## src/sv/pnmrgb_pkg.sv

```systemverilog
// shared types, character codes and maxval table for the netpbm to rgb444 stream converter
`timescale 1ns / 1ps

package pnmrgb_pkg;

  localparam int NUMBER_BITS = 16;
  localparam int AccW        = NUMBER_BITS + 4;

  typedef enum logic [3:0] {
    PH_IDLE,
    PH_MAGIC2,
    PH_WIDTH_PRE,
    PH_WIDTH,
    PH_HEIGHT,
    PH_MAX_PRE,
    PH_MAXVAL,
    PH_COMMENT_W,
    PH_COMMENT_M,
    PH_DATA
  } phase_e;

  typedef struct packed {
    logic [7:0] byte_in;
    logic       first_byte;
  } in_item_t;

  typedef struct packed {
    logic        kind;
    logic [11:0] pixel;
    logic [1:0]  error_code;
    logic        last;
  } out_item_t;

  typedef struct packed {
    logic      valid;
    out_item_t item;
  } result_t;

  localparam logic KIND_PIXEL = 1'b0;
  localparam logic KIND_ERROR = 1'b1;

  localparam logic [1:0] ERR_MAGIC  = 2'd0;
  localparam logic [1:0] ERR_WIDTH  = 2'd1;
  localparam logic [1:0] ERR_HEIGHT = 2'd2;
  localparam logic [1:0] ERR_MAXVAL = 2'd3;

  localparam logic [7:0] CH_P     = 8'h50;
  localparam logic [7:0] CH_5     = 8'h35;
  localparam logic [7:0] CH_6     = 8'h36;
  localparam logic [7:0] CH_0     = 8'h30;
  localparam logic [7:0] CH_9     = 8'h39;
  localparam logic [7:0] CH_HASH  = 8'h23;
  localparam logic [7:0] CH_SPACE = 8'h20;
  localparam logic [7:0] CH_TAB   = 8'h09;
  localparam logic [7:0] CH_LF    = 8'h0a;
  localparam logic [7:0] CH_CR    = 8'h0d;

  localparam logic [2:0] SHIFT_DEFAULT = 3'd4;

  // maxval to nibble shift, anything not listed keeps the default
  function automatic logic [2:0] shift_for_maxval(input logic [NUMBER_BITS-1:0] v);
    logic [2:0] s;
    begin
      s = SHIFT_DEFAULT;
      if (v == NUMBER_BITS'(255)) s = 3'd4;
      if (v == NUMBER_BITS'(127)) s = 3'd3;
      if (v == NUMBER_BITS'(63))  s = 3'd2;
      if (v == NUMBER_BITS'(31))  s = 3'd1;
      if (v == NUMBER_BITS'(15) || v == NUMBER_BITS'(7) || v == NUMBER_BITS'(3)) s = 3'd0;
      return s;
    end
  endfunction

endpackage

```

## src/sv/pnm_stream_to_rgb444.sv

```systemverilog
// top level: byte stream in, rgb444 pixels or header errors out
`timescale 1ns / 1ps

// Takes a binary netpbm file (P6 colour or P5 grey) one byte per transaction and returns
// one RGB444 pixel per colour triple or grey byte, with last set on the final pixel, or a
// single error transaction (kind 1, last 1) on a bad magic or a bad width, height or maxval
// token. first_byte restarts the parser at any time. The block takes one byte every cycle
// while the result register is not stalled; each byte passes an input register, one step of
// the parser and the result register. The only back pressure is a stalled result register,
// which holds the input register and so stalls the input.
module pnm_stream_to_rgb444 import pnmrgb_pkg::*; (
  input  logic      clk_i,
  input  logic      rst_ni,
  input  logic      in_valid_i,
  output logic      in_stall_o,
  input  in_item_t  in_data_i,
  output logic      out_valid_o,
  input  logic      out_stall_i,
  output out_item_t out_data_o
);

  logic      in_valid_q;
  in_item_t  in_item_q;
  logic      out_valid_q;
  out_item_t out_item_q;
  logic      advance;
  logic      step;
  result_t   res;

  assign advance    = !out_valid_q || !out_stall_i;
  assign in_stall_o = in_valid_q && !advance;
  assign step       = in_valid_q && advance;

  always_ff @(posedge clk_i or negedge rst_ni) begin
    if (!rst_ni) begin
      in_valid_q <= 1'b0;
    end else if (!in_stall_o) begin
      in_valid_q <= in_valid_i;
    end
  end

  always_ff @(posedge clk_i) begin
    if (in_valid_i && !in_stall_o) begin
      in_item_q <= in_data_i;
    end
  end

  pnmrgb_parse u_parse (
    .clk_i  (clk_i),
    .rst_ni (rst_ni),
    .step_i (step),
    .item_i (in_item_q),
    .res_o  (res)
  );

  always_ff @(posedge clk_i or negedge rst_ni) begin
    if (!rst_ni) begin
      out_valid_q <= 1'b0;
    end else if (advance) begin
      out_valid_q <= step && res.valid;
    end
  end

  always_ff @(posedge clk_i) begin
    if (step && res.valid) begin
      out_item_q <= res.item;
    end
  end

  assign out_valid_o = out_valid_q;
  assign out_data_o  = out_item_q;

`ifndef SYNTH
  // an error transaction always closes the file and carries no pixel
  assert property (@(posedge clk_i) disable iff (!rst_ni)
    out_valid_o && out_data_o.kind == KIND_ERROR |-> out_data_o.last && out_data_o.pixel == '0)
    else $error("error transaction without last or with pixel bits");

  // a pixel transaction carries a zero error code
  assert property (@(posedge clk_i) disable iff (!rst_ni)
    out_valid_o && out_data_o.kind == KIND_PIXEL |-> out_data_o.error_code == ERR_MAGIC)
    else $error("pixel transaction with nonzero error code");

  // input only stalls behind a held result
  assert property (@(posedge clk_i) disable iff (!rst_ni)
    in_stall_o |-> out_valid_o && out_stall_i)
    else $error("input stalled while result register free");

  // a held input byte is stepped once the result side frees up
  assert property (@(posedge clk_i) disable iff (!rst_ni)
    in_valid_q && !out_valid_q |-> !in_stall_o)
    else $error("input stalled with empty result register");
`endif

endmodule

```

## src/sv/pnmrgb_parse.sv

```systemverilog
// header parser and pixel packer: one byte per step, at most one result per step
`timescale 1ns / 1ps

module pnmrgb_parse import pnmrgb_pkg::*; (
  input  logic     clk_i,
  input  logic     rst_ni,
  input  logic     step_i,
  input  in_item_t item_i,
  output result_t  res_o
);

  phase_e                   phase_q, phase_d;
  logic [NUMBER_BITS-1:0]   acc_q, acc_d;
  logic                     started_q, started_d;
  logic                     colour_q, colour_d;
  logic [NUMBER_BITS-1:0]   width_q, width_d;
  logic [NUMBER_BITS-1:0]   height_q, height_d;
  logic [2:0]               shift_q, shift_d;
  logic [NUMBER_BITS-1:0]   col_q, col_d;
  logic [NUMBER_BITS-1:0]   row_q, row_d;
  logic [1:0]               comp_q, comp_d;
  logic [7:0]               hold_q, hold_d;

  logic [7:0]             c;
  logic                   first;
  logic                   is_ws, is_digit, is_hash, is_eol;
  logic [3:0]             digit_val;
  logic [NUMBER_BITS-1:0] acc_src;
  logic [AccW-1:0]        prod;
  logic                   tok_err, tok_done;
  logic [3:0]             nib;
  logic [NUMBER_BITS-1:0] col_inc, row_inc;
  logic                   col_wrap, row_end, pix_fire;

  assign c         = item_i.byte_in;
  assign first     = item_i.first_byte;
  assign is_ws     = (c == CH_SPACE) || (c >= CH_TAB && c <= CH_CR);
  assign is_digit  = (c >= CH_0) && (c <= CH_9);
  assign is_hash   = (c == CH_HASH);
  assign is_eol    = (c == CH_CR) || (c == CH_LF);
  assign digit_val = 4'(c - CH_0);

  // a token that starts from a whitespace-skip phase begins at zero
  assign acc_src  = (phase_q == PH_WIDTH_PRE || phase_q == PH_MAX_PRE) ? '0 : acc_q;
  assign prod     = AccW'(acc_src) * AccW'(10) + AccW'(digit_val);
  assign tok_err  = !is_ws && (!is_digit || (|prod[AccW-1:NUMBER_BITS]));
  assign tok_done = is_ws && started_q;

  assign nib      = 4'(c >> shift_q);
  assign col_inc  = col_q + NUMBER_BITS'(1);
  assign row_inc  = row_q + NUMBER_BITS'(1);
  assign col_wrap = (col_inc == width_q);
  assign row_end  = col_wrap && (row_inc == height_q);
  assign pix_fire = !first && (phase_q == PH_DATA) && (!colour_q || comp_q == 2'd2);

  // next phase
  always_comb begin
    phase_d = phase_q;
    if (first) begin
      phase_d = (c == CH_P) ? PH_MAGIC2 : PH_IDLE;
    end else begin
      unique case (phase_q)
        PH_IDLE: phase_d = PH_IDLE;
        PH_MAGIC2: phase_d = (c == CH_5 || c == CH_6) ? PH_WIDTH_PRE : PH_IDLE;
        PH_WIDTH_PRE, PH_MAX_PRE: begin
          if (is_ws) phase_d = phase_q;
          else if (is_hash) phase_d = (phase_q == PH_WIDTH_PRE) ? PH_COMMENT_W : PH_COMMENT_M;
          else if (is_digit) phase_d = (phase_q == PH_WIDTH_PRE) ? PH_WIDTH : PH_MAXVAL;
          else phase_d = PH_IDLE;
        end
        PH_COMMENT_W: if (is_eol) phase_d = PH_WIDTH;
        PH_COMMENT_M: if (is_eol) phase_d = PH_MAXVAL;
        PH_WIDTH: begin
          if (tok_err) phase_d = PH_IDLE;
          else if (tok_done) phase_d = PH_HEIGHT;
        end
        PH_HEIGHT: begin
          if (tok_err) phase_d = PH_IDLE;
          else if (tok_done) phase_d = PH_MAX_PRE;
        end
        PH_MAXVAL: begin
          if (tok_err) phase_d = PH_IDLE;
          else if (tok_done) begin
            phase_d = (width_q == '0 || height_q == '0) ? PH_IDLE : PH_DATA;
          end
        end
        PH_DATA: if (pix_fire && row_end) phase_d = PH_IDLE;
        default: phase_d = PH_IDLE;
      endcase
    end
  end

  // datapath registers and result
  always_comb begin
    acc_d     = acc_q;
    started_d = started_q;
    colour_d  = colour_q;
    width_d   = width_q;
    height_d  = height_q;
    shift_d   = shift_q;
    col_d     = col_q;
    row_d     = row_q;
    comp_d    = comp_q;
    hold_d    = hold_q;
    res_o     = '0;

    if (first) begin
      if (c != CH_P) begin
        res_o.valid           = 1'b1;
        res_o.item.kind       = KIND_ERROR;
        res_o.item.error_code = ERR_MAGIC;
        res_o.item.last       = 1'b1;
      end
    end else begin
      unique case (phase_q)
        PH_MAGIC2: begin
          if (c == CH_6) colour_d = 1'b1;
          else if (c == CH_5) colour_d = 1'b0;
          else begin
            res_o.valid           = 1'b1;
            res_o.item.kind       = KIND_ERROR;
            res_o.item.error_code = ERR_MAGIC;
            res_o.item.last       = 1'b1;
          end
        end
        PH_WIDTH_PRE, PH_MAX_PRE: begin
          if (!is_ws && !is_hash) begin
            if (is_digit) begin
              acc_d     = prod[NUMBER_BITS-1:0];
              started_d = 1'b1;
            end else begin
              res_o.valid           = 1'b1;
              res_o.item.kind       = KIND_ERROR;
              res_o.item.error_code = (phase_q == PH_WIDTH_PRE) ? ERR_WIDTH : ERR_MAXVAL;
              res_o.item.last       = 1'b1;
            end
          end
        end
        PH_COMMENT_W, PH_COMMENT_M: begin
          if (is_eol) begin
            acc_d     = '0;
            started_d = 1'b0;
          end
        end
        PH_WIDTH, PH_HEIGHT, PH_MAXVAL: begin
          if (tok_err) begin
            res_o.valid     = 1'b1;
            res_o.item.kind = KIND_ERROR;
            res_o.item.last = 1'b1;
            priority if (phase_q == PH_WIDTH) res_o.item.error_code = ERR_WIDTH;
            else if (phase_q == PH_HEIGHT) res_o.item.error_code = ERR_HEIGHT;
            else res_o.item.error_code = ERR_MAXVAL;
          end else if (is_digit) begin
            acc_d     = prod[NUMBER_BITS-1:0];
            started_d = 1'b1;
          end else if (tok_done) begin
            priority if (phase_q == PH_WIDTH) begin
              width_d   = acc_q;
              acc_d     = '0;
              started_d = 1'b0;
            end else if (phase_q == PH_HEIGHT) begin
              height_d = acc_q;
            end else begin
              shift_d = shift_for_maxval(acc_q);
              col_d   = '0;
              row_d   = '0;
              comp_d  = 2'd0;
              hold_d  = '0;
            end
          end
        end
        PH_DATA: begin
          if (colour_q) begin
            unique case (comp_q)
              2'd0: begin
                hold_d = {nib, 4'b0000};
                comp_d = 2'd1;
              end
              2'd1: begin
                hold_d = {hold_q[7:4], nib};
                comp_d = 2'd2;
              end
              default: comp_d = 2'd0;
            endcase
          end
          if (pix_fire) begin
            res_o.valid       = 1'b1;
            res_o.item.kind   = KIND_PIXEL;
            res_o.item.pixel  = colour_q ? {hold_q, nib} : {nib, nib, nib};
            res_o.item.last   = row_end;
            if (col_wrap) begin
              col_d = '0;
              row_d = row_inc;
            end else begin
              col_d = col_inc;
            end
          end
        end
        default: ;
      endcase
    end
  end

  always_ff @(posedge clk_i or negedge rst_ni) begin
    if (!rst_ni) begin
      phase_q   <= PH_IDLE;
      acc_q     <= '0;
      started_q <= 1'b0;
      colour_q  <= 1'b0;
      width_q   <= '0;
      height_q  <= '0;
      shift_q   <= SHIFT_DEFAULT;
      col_q     <= '0;
      row_q     <= '0;
      comp_q    <= 2'd0;
      hold_q    <= '0;
    end else if (step_i) begin
      phase_q   <= phase_d;
      acc_q     <= acc_d;
      started_q <= started_d;
      colour_q  <= colour_d;
      width_q   <= width_d;
      height_q  <= height_d;
      shift_q   <= shift_d;
      col_q     <= col_d;
      row_q     <= row_d;
      comp_q    <= comp_d;
      hold_q    <= hold_d;
    end
  end

endmodule
```

## config.mk

```make
export PLATFORM = sky130hd
export DESIGN_NAME = pnm_stream_to_rgb444
export DESIGN_NICKNAME = d
export VERILOG_FILES = /design/src/sv/pnmrgb_pkg.sv /design/src/sv/pnm_stream_to_rgb444.sv /design/src/sv/pnmrgb_parse.sv
export SDC_FILE = /design/constraint.sdc
export NUM_CORES = 1
export LEC_CHECK = 0
export CAP_MARGIN = 10
export CORE_MARGIN = 1.5
export CORE_UTILIZATION = 70
export DETAILED_ROUTE_END_ITERATION = 16
export DONT_BUFFER_PORTS = 1
export PLACE_DENSITY = 0.91
export SETUP_SLACK_MARGIN = 0.4
export SKIP_CTS_REPAIR_TIMING = 1
export SLEW_MARGIN = 30
export SYNTH_ARGS = -nofsm -noshare
export SYNTH_HDL_FRONTEND = slang
export SYNTH_SLANG_ARGS = --single-unit
```

## constraint.sdc

```tcl
create_clock -name clk_i -period 11 [get_ports clk_i]
set_clock_uncertainty 0.15 [all_clocks]
set_input_delay 1.65 -clock clk_i [delete_from_list [all_inputs] [get_ports clk_i]]
set_output_delay 1.65 -clock clk_i [all_outputs]
set_load 0.05 [all_outputs]
```

; ---- Word level (Yosys, flattened, before mapping)
; Cells that the tools add are included.
[op_classes]
addsub = 4
multipliers = 1
div = 0
n_lt_le_gt_ge = 4
eq_ne = 50
shifts = 1
muxes = 92
bitwise = 7
n_reduce_logical = 54
[ops]
columns = cell, n
row1 = $mux W16, 17
row2 = $pmux W16 S2, 2
row3 = $mux W4, 15
row4 = $mux W8, 6
row5 = $pmux W16 S3, 1
row6 = $add A16 B1 Y16 const B, 2
row7 = $eq A16 B16 Y1, 2
row8 = $eq A8 B6 Y1 const B, 4
row9 = $logic_not A16 Y1, 2
row10 = $mux W2, 16
row11 = $pmux W4 S8, 1
row12 = $pmux W8 S2, 2
row13 = $mux W3, 10
row14 = $reduce_and A9 Y1, 3
row15 = $reduce_and A8 Y1, 3
row16 = $add A20 B4 Y20, 1
row17 = $reduce_and A10 Y1, 2
row18 = $mul A16 B3 Y19 const B, 1
row19 = $eq A16 B2 Y1 const B, 1
row20 = $eq A16 B3 Y1 const B, 1
row21 = $eq A16 B4 Y1 const B, 1
row22 = $eq A16 B5 Y1 const B, 1
row23 = $eq A16 B6 Y1 const B, 1
row24 = $eq A16 B7 Y1 const B, 1
row25 = other kinds (42), 117
[word_totals]
reg_bits = 126
latchBits = 0
ram_bits = 0
rom_bits = 0
in_bits = 13
out_inout_bits = 18
elab_cells = 233
n_memories = 0

; ---- Longest topological paths before layout
[logic_depth]
depth_word = 12
mapped_depth = 21
depth_no_buf = 16

; ---- Cells and area by module
; Synthesis repeated with hierarchy kept, for this count alone.
[unflattened]
cells_unflattened = 930
area_unflattened_um2 = 8644.5
[modules_own_cells]
columns = module, instances, cells_per_inst, area_per_inst_um2, seq_area_each_um2
row1 = pnmrgb_parse, 1, 894, 7795.0, 2478.6
row2 = pnm_stream_to_rgb444, 1, 36, 849.6, 800.8

; ---- Worst setup path before layout
; No wires, ideal clock.
[synth_path]
kind = flip-flop to flip-flop
start = reg u_parse.phase_q[0]
end = reg out_item_q, in the netlist out_data_o[0], enable pin
setup_time_ns = 0.388
arrival_ns = 4.755
slack_ns = 5.707
path_stages_with_launch = 20
n_path_buf = 4
cell_sequence = dfrtp_1 clkbuf_1 and3b_1 o21ai_1 buf_2 clkbuf_1 and2_1 ha_1 ha_1 buf_2 a21o_1 a31oi_1 a21boi_0 o2111ai_1 or3b_2 and4_1 o21a_2 nor2_2 a21oi_1 nor2_1
[synth_via]
elab_chain_len = 12
word_cells_on_any_way = 23
[synth_lines]
columns = element, line
row1 = from (decl), pnmrgb_parse.sv:12  ; phase_e phase_q, phase_d;
row2 = from (signal assigned), pnmrgb_parse.sv:218  ; phase_q <= phase_d;
row3 = $eq A4 B2 Y1 / $eq A4 B3 Y1 (equally long branches), "pnmrgb_parse.sv:44, pnmrgb_parse.sv:115"
row4 = $logic_or A1 B1 Y1, pnmrgb_parse.sv:44  ; assign acc_src = (phase_q == PH_WIDTH_PRE || phase_q == PH_MAX_PRE) ? '0 : acc_q;
row5 = $mux W16, pnmrgb_parse.sv:44
row6 = $mul A16 B3 Y19, pnmrgb_parse.sv:45  ; assign prod = AccW'(acc_src) * AccW'(10) + AccW'(digit_val);
row7 = $add A20 B4 Y20, pnmrgb_parse.sv:45
row8 = $reduce_or A4 Y1, pnmrgb_parse.sv:46  ; assign tok_err = !is_ws && (!is_digit || (|prod[AccW-1:NUMBER_BITS]));
row9 = $logic_or A1 B1 Y1, pnmrgb_parse.sv:46
row10 = $logic_and A1 B1 Y1, pnmrgb_parse.sv:46
row11 = $mux W2, pnmrgb_parse.sv:146  ; if (tok_err) begin
row12 = $pmux W2 S4 *, pnmrgb_parse.sv:115  ; unique case (phase_q)
row13 = $mux W2 *, pnmrgb_parse.sv:107  ; if (first) begin
row14 = $logic_and A1 B1 Y1 *, pnm_stream_to_rgb444.sv:65  ; if (step && res.valid) begin
row15 = to (signal assigned), pnm_stream_to_rgb444.sv:66  ; out_item_q <= res.item;
row16 = to (decl), pnm_stream_to_rgb444.sv:25  ; out_item_t out_item_q;
; Mark *: on every way between the ends. The rest lies on a longest branch, timed or not.
; A chain may end at the register's enable or synchronous reset.

; ---- Worst setup path in the final report
[layout_path]
start = reg u_parse.phase_q[0]
end = reg out_item_q, in the netlist out_data_o[1], enable pin
; Same word-level chain as after synthesis.

==> flow_metrics.env <==
export IMPL_drc_errors=0
export IMPL_synthSimpleGateAreaFrac_pct=21.6
export IMPL_synth_distinct_cells=88
export IMPL_muxShareOfSynthArea_pct=5.91
export IMPL_hold_depth=2
export IMPL_finalWorstSetupSlack_ns=5.27
export IMPL_numPortBuffers=0
export IMPL_io_pins=31
export IMPL_drive_gt1_share_pct=11.3
export IMPL_cp_end_kind="register"
export IMPL_postRouteWirelength_um=21100
export IMPL_ys_flop_type="dfrtp_1"
export IMPL_grt_start_max_net_pins=102
export IMPL_clk_latency_ns=0.42
export IMPL_crit_fanout=18
export IMPL_nets=965
export IMPL_wl_per_cell_um=19.4
export IMPL_syn_avg_cell_area_um2=9.04
export IMPL_tightest_slew_ns=0.921
export IMPL_criticalPathCategory="reg2reg"
export IMPL_clkTransAtPathRegs_ns=0.06
export IMPL_antenna_found_initial=0
export IMPL_drtAntennaViolNets=0
export IMPL_synth_xor_area_share_pct=7.22
export IMPL_cts_tree="yes"
export IMPL_synth_adder_area_share_pct=4.30
export IMPL_syn_cell_area_um2=8620
export IMPL_slew_headroom_pct=38.6
export IMPL_status="complete, no violations"
export IMPL_yosysWarningCount=0
export IMPL_fp_dieW_um=114
export IMPL_synth_compound_area_share_pct=18.7
export IMPL_clockRootBuffer="clkbuf_16"
export IMPL_design_area_um2=9170
export IMPL_synth_top_family_by_area="simple AND/OR/NAND/NOR gates"
export IMPL_hp_class="reg2reg"
export IMPL_hpwl_um=14200
export IMPL_vdd_drop_max_v=0.000136
export IMPL_antenna_cells=0
export IMPL_hold_viol=0
export IMPL_area_growth_pct=6.42
export IMPL_drv_cap=0
export IMPL_grt_first_pass_wirelength_um=34900
export IMPL_async_flop_share_pct=80.2
export IMPL_slew_viol_final=0
export IMPL_rsz0062_at_grt="false"
export IMPL_clockBufferDepth=2
export IMPL_gp_congestion=0.900
export IMPL_vias_per_cell=6.84
export IMPL_synth_edf_count=25
export IMPL_netlist_instances=953
export IMPL_finalSetupViolCount=0
export IMPL_firstDrtPassIters=6
export IMPL_cts_sinks=126
export IMPL_start_util_pct=71.7
export IMPL_overflow=0
export IMPL_cp_arrival_ns=5.63
export IMPL_critPathRequiredTime_ns=10.90
export IMPL_track_usage_pct=34.1
export IMPL_core_um2=12000
export IMPL_reg2regPathDepth=16
export IMPL_grt_pass1_vias=6971
export IMPL_vias=7407
export IMPL_layout_worst_path_cycle_share_pct=52.1
export IMPL_rows=40
export IMPL_ys_ff_latch=126
export IMPL_numCtsBuffers=17
export IMPL_syn_nets=995
export IMPL_start_kind="register"
export IMPL_pre_cts_ws_ns=5.36
export IMPL_die_y_um=114
export IMPL_ys_seq_area_share_pct=38.1
export IMPL_leakagePower_nw=3.90
export IMPL_powerDensity_nw_per_um2=134
export IMPL_tns_ns=0
export IMPL_design_die_area_um2=13000
export IMPL_fin_crit_ns=5.73
export IMPL_max_clock_freq_mhz=174
export IMPL_htreeDepth=4
export IMPL_placed_area_um2=8590
export IMPL_drtIter0Drc=836
where the power goes:
| group | switching [mW] | internal [mW] | leakage [nW] |
|---|---|---|---|
| combinational | 0.0736 | 0.0464 | 1.98 |
| sequential | 0.0631 | 0.499 | 1.64 |
| clock | 0.205 | 0.344 | 0.280 |
| total | 0.342 | 0.890 | 3.90 |
cell usage after synthesis (5+ instances only):
master	instances	area, µm²
xor2_1	29	254
nand2_1	90	338
nand2b_1	15	93.8
a211oi_1	8	60.1
a31oi_1	11	68.8
o31ai_1	16	120
dfrtp_1	100	2500
nor4_1	18	113
clkbuf_1	35	131
or2_2	5	31.3
nand4_1	14	87.6
and4_1	5	43.8
nor2_1	68	255
mux2i_1	7	70.1
edfxtp_1	25	751
nor4b_1	5	43.8
ha_1	28	350
buf_2	9	45.0
o21ai_1	6	30.0
a21o_1	9	67.6
o21ai_0	75	375
inv_1	33	124
and3_1	20	125
xnor2_1	42	368
o21a_1	5	37.5
o21ai_2	10	87.6
mux2_2	35	394
nor2b_1	10	62.6
a21oi_1	40	200
and2_1	18	113
o22ai_1	6	37.5
o41ai_1	9	78.8
nor3_1	25	125
nand3_1	34	170
metrics by stage:
| stage | hold slack (ns) | total power, mW | util [%] | std cells |
|---|---|---|---|---|
| 2_1_floorplan | 0.300 | 0.656 | - | 953 |
| 3_3_place_gp | 0.311 | 0.678 | 71.5 | 1051 |
| 3_5_place_dp | 0.321 | 0.683 | 71.5 | 1051 |
| 4_1_cts | 0.334 | 1.23 | 76.3 | 1083 |
| 5_1_grt | 0.354 | 1.27 | 76.3 | 1083 |
| 6_report | 0.333 | 1.23 | 76.3 | 1083 |
critical path, stage by stage, from the launching register on:
cell and delay [ns]:
dfrtp_1 0.65, and3b_1 0.29, nor2_1 0.05, nor2_1 0.45, nor2_1 0.11, ha_1 0.30
ha_1 0.42, a21o_1 0.25, a31oi_1 0.22, a21boi_0 0.20, o2111ai_1 0.22, or3b_2 0.52
and4_1 0.20, o21a_2 0.27, nor2_2 0.24, a21oi_1 0.15, nor2_2 0.66
cells in the final DEF, fill, tap and decap left out, types with 6 or more instances in the layout:
cell type    n
o31ai_1     16
nor4_1      18
o21ai_0     75
nand2_1     90
nand4_1     14
o41ai_1      9
edfxtp_1    25
nor2_1      67
mux2_2      35
a31oi_1     11
o22ai_1      6
nor3_1      25
dfrtp_1    100
xnor2_1     42
a211oi_1     8
inv_1       33
and3_1      20
a21o_1       9
xor2_1      29
clkbuf_16   17
a21oi_1     40
o21ai_2     10
o21ai_1      6
and2_1      18
ha_1        28
nand2b_1    15
nor2b_1     10
mux2i_1      7
nand3_1     34
routing by layer:
metal	GRT usage (%)	vias to the layer above	wire length, µm
met5	0	-	0
met4	14.0	0	524
met3	6.43	47	1490
met2	52.7	382	9880
met1	47.7	3558	9170
li1	-	3420	-
cell families (layout without fill, tap and decap cells):
kind of cell | count (synthesis) | in the layout
flops | 126 | 126
fa+ha+maj | 29 | 29
xor+xnor | 71 | 71
simple gates | 357 | 357
mux | 44 | 44
buf+inv | 85 | 68
compound gates | 241 | 241
cell type report:
type,count,area [µm²]
Multi-Input combinational cell,742,4980
Sequential cell,126,3280
Fill cell,813,2840
Clock buffer,22,464
Tap cell,147,184
Inverter,33,124
Clock inverter,10,114
Timing Repair Buffer,3,22.5
registers in the layout, summed over array words and instances (netlist names), 8 cells and up:
signal            cells
in_item_q             9
out_data_o           16
u_parse.acc_q        16
u_parse.col_q        16
u_parse.height_q     16
u_parse.hold_q        8
u_parse.row_q        16
u_parse.width_q      16
worst paths after layout:
check                                          startpoint                             end  slack, ns
max                        u_parse.phase_q[0]$_DFFE_PN0P_     out_data_o[1]$_SDFFCE_PP0P_       5.27
min                         u_parse.hold_q[4]$_DFFE_PN0P_   u_parse.hold_q[4]$_DFFE_PN0P_       0.33
max reg2reg                u_parse.phase_q[0]$_DFFE_PN0P_     out_data_o[1]$_SDFFCE_PP0P_       5.27
min reg2reg                 u_parse.hold_q[4]$_DFFE_PN0P_   u_parse.hold_q[4]$_DFFE_PN0P_       0.33
max in group asynchronous                          rst_ni  u_parse.shift_q[2]$_DFFE_PN1P_       9.72
min in group asynchronous                          rst_ni   u_parse.hold_q[4]$_DFFE_PN0P_       0.77
Power figures use the tool's default switching activity.
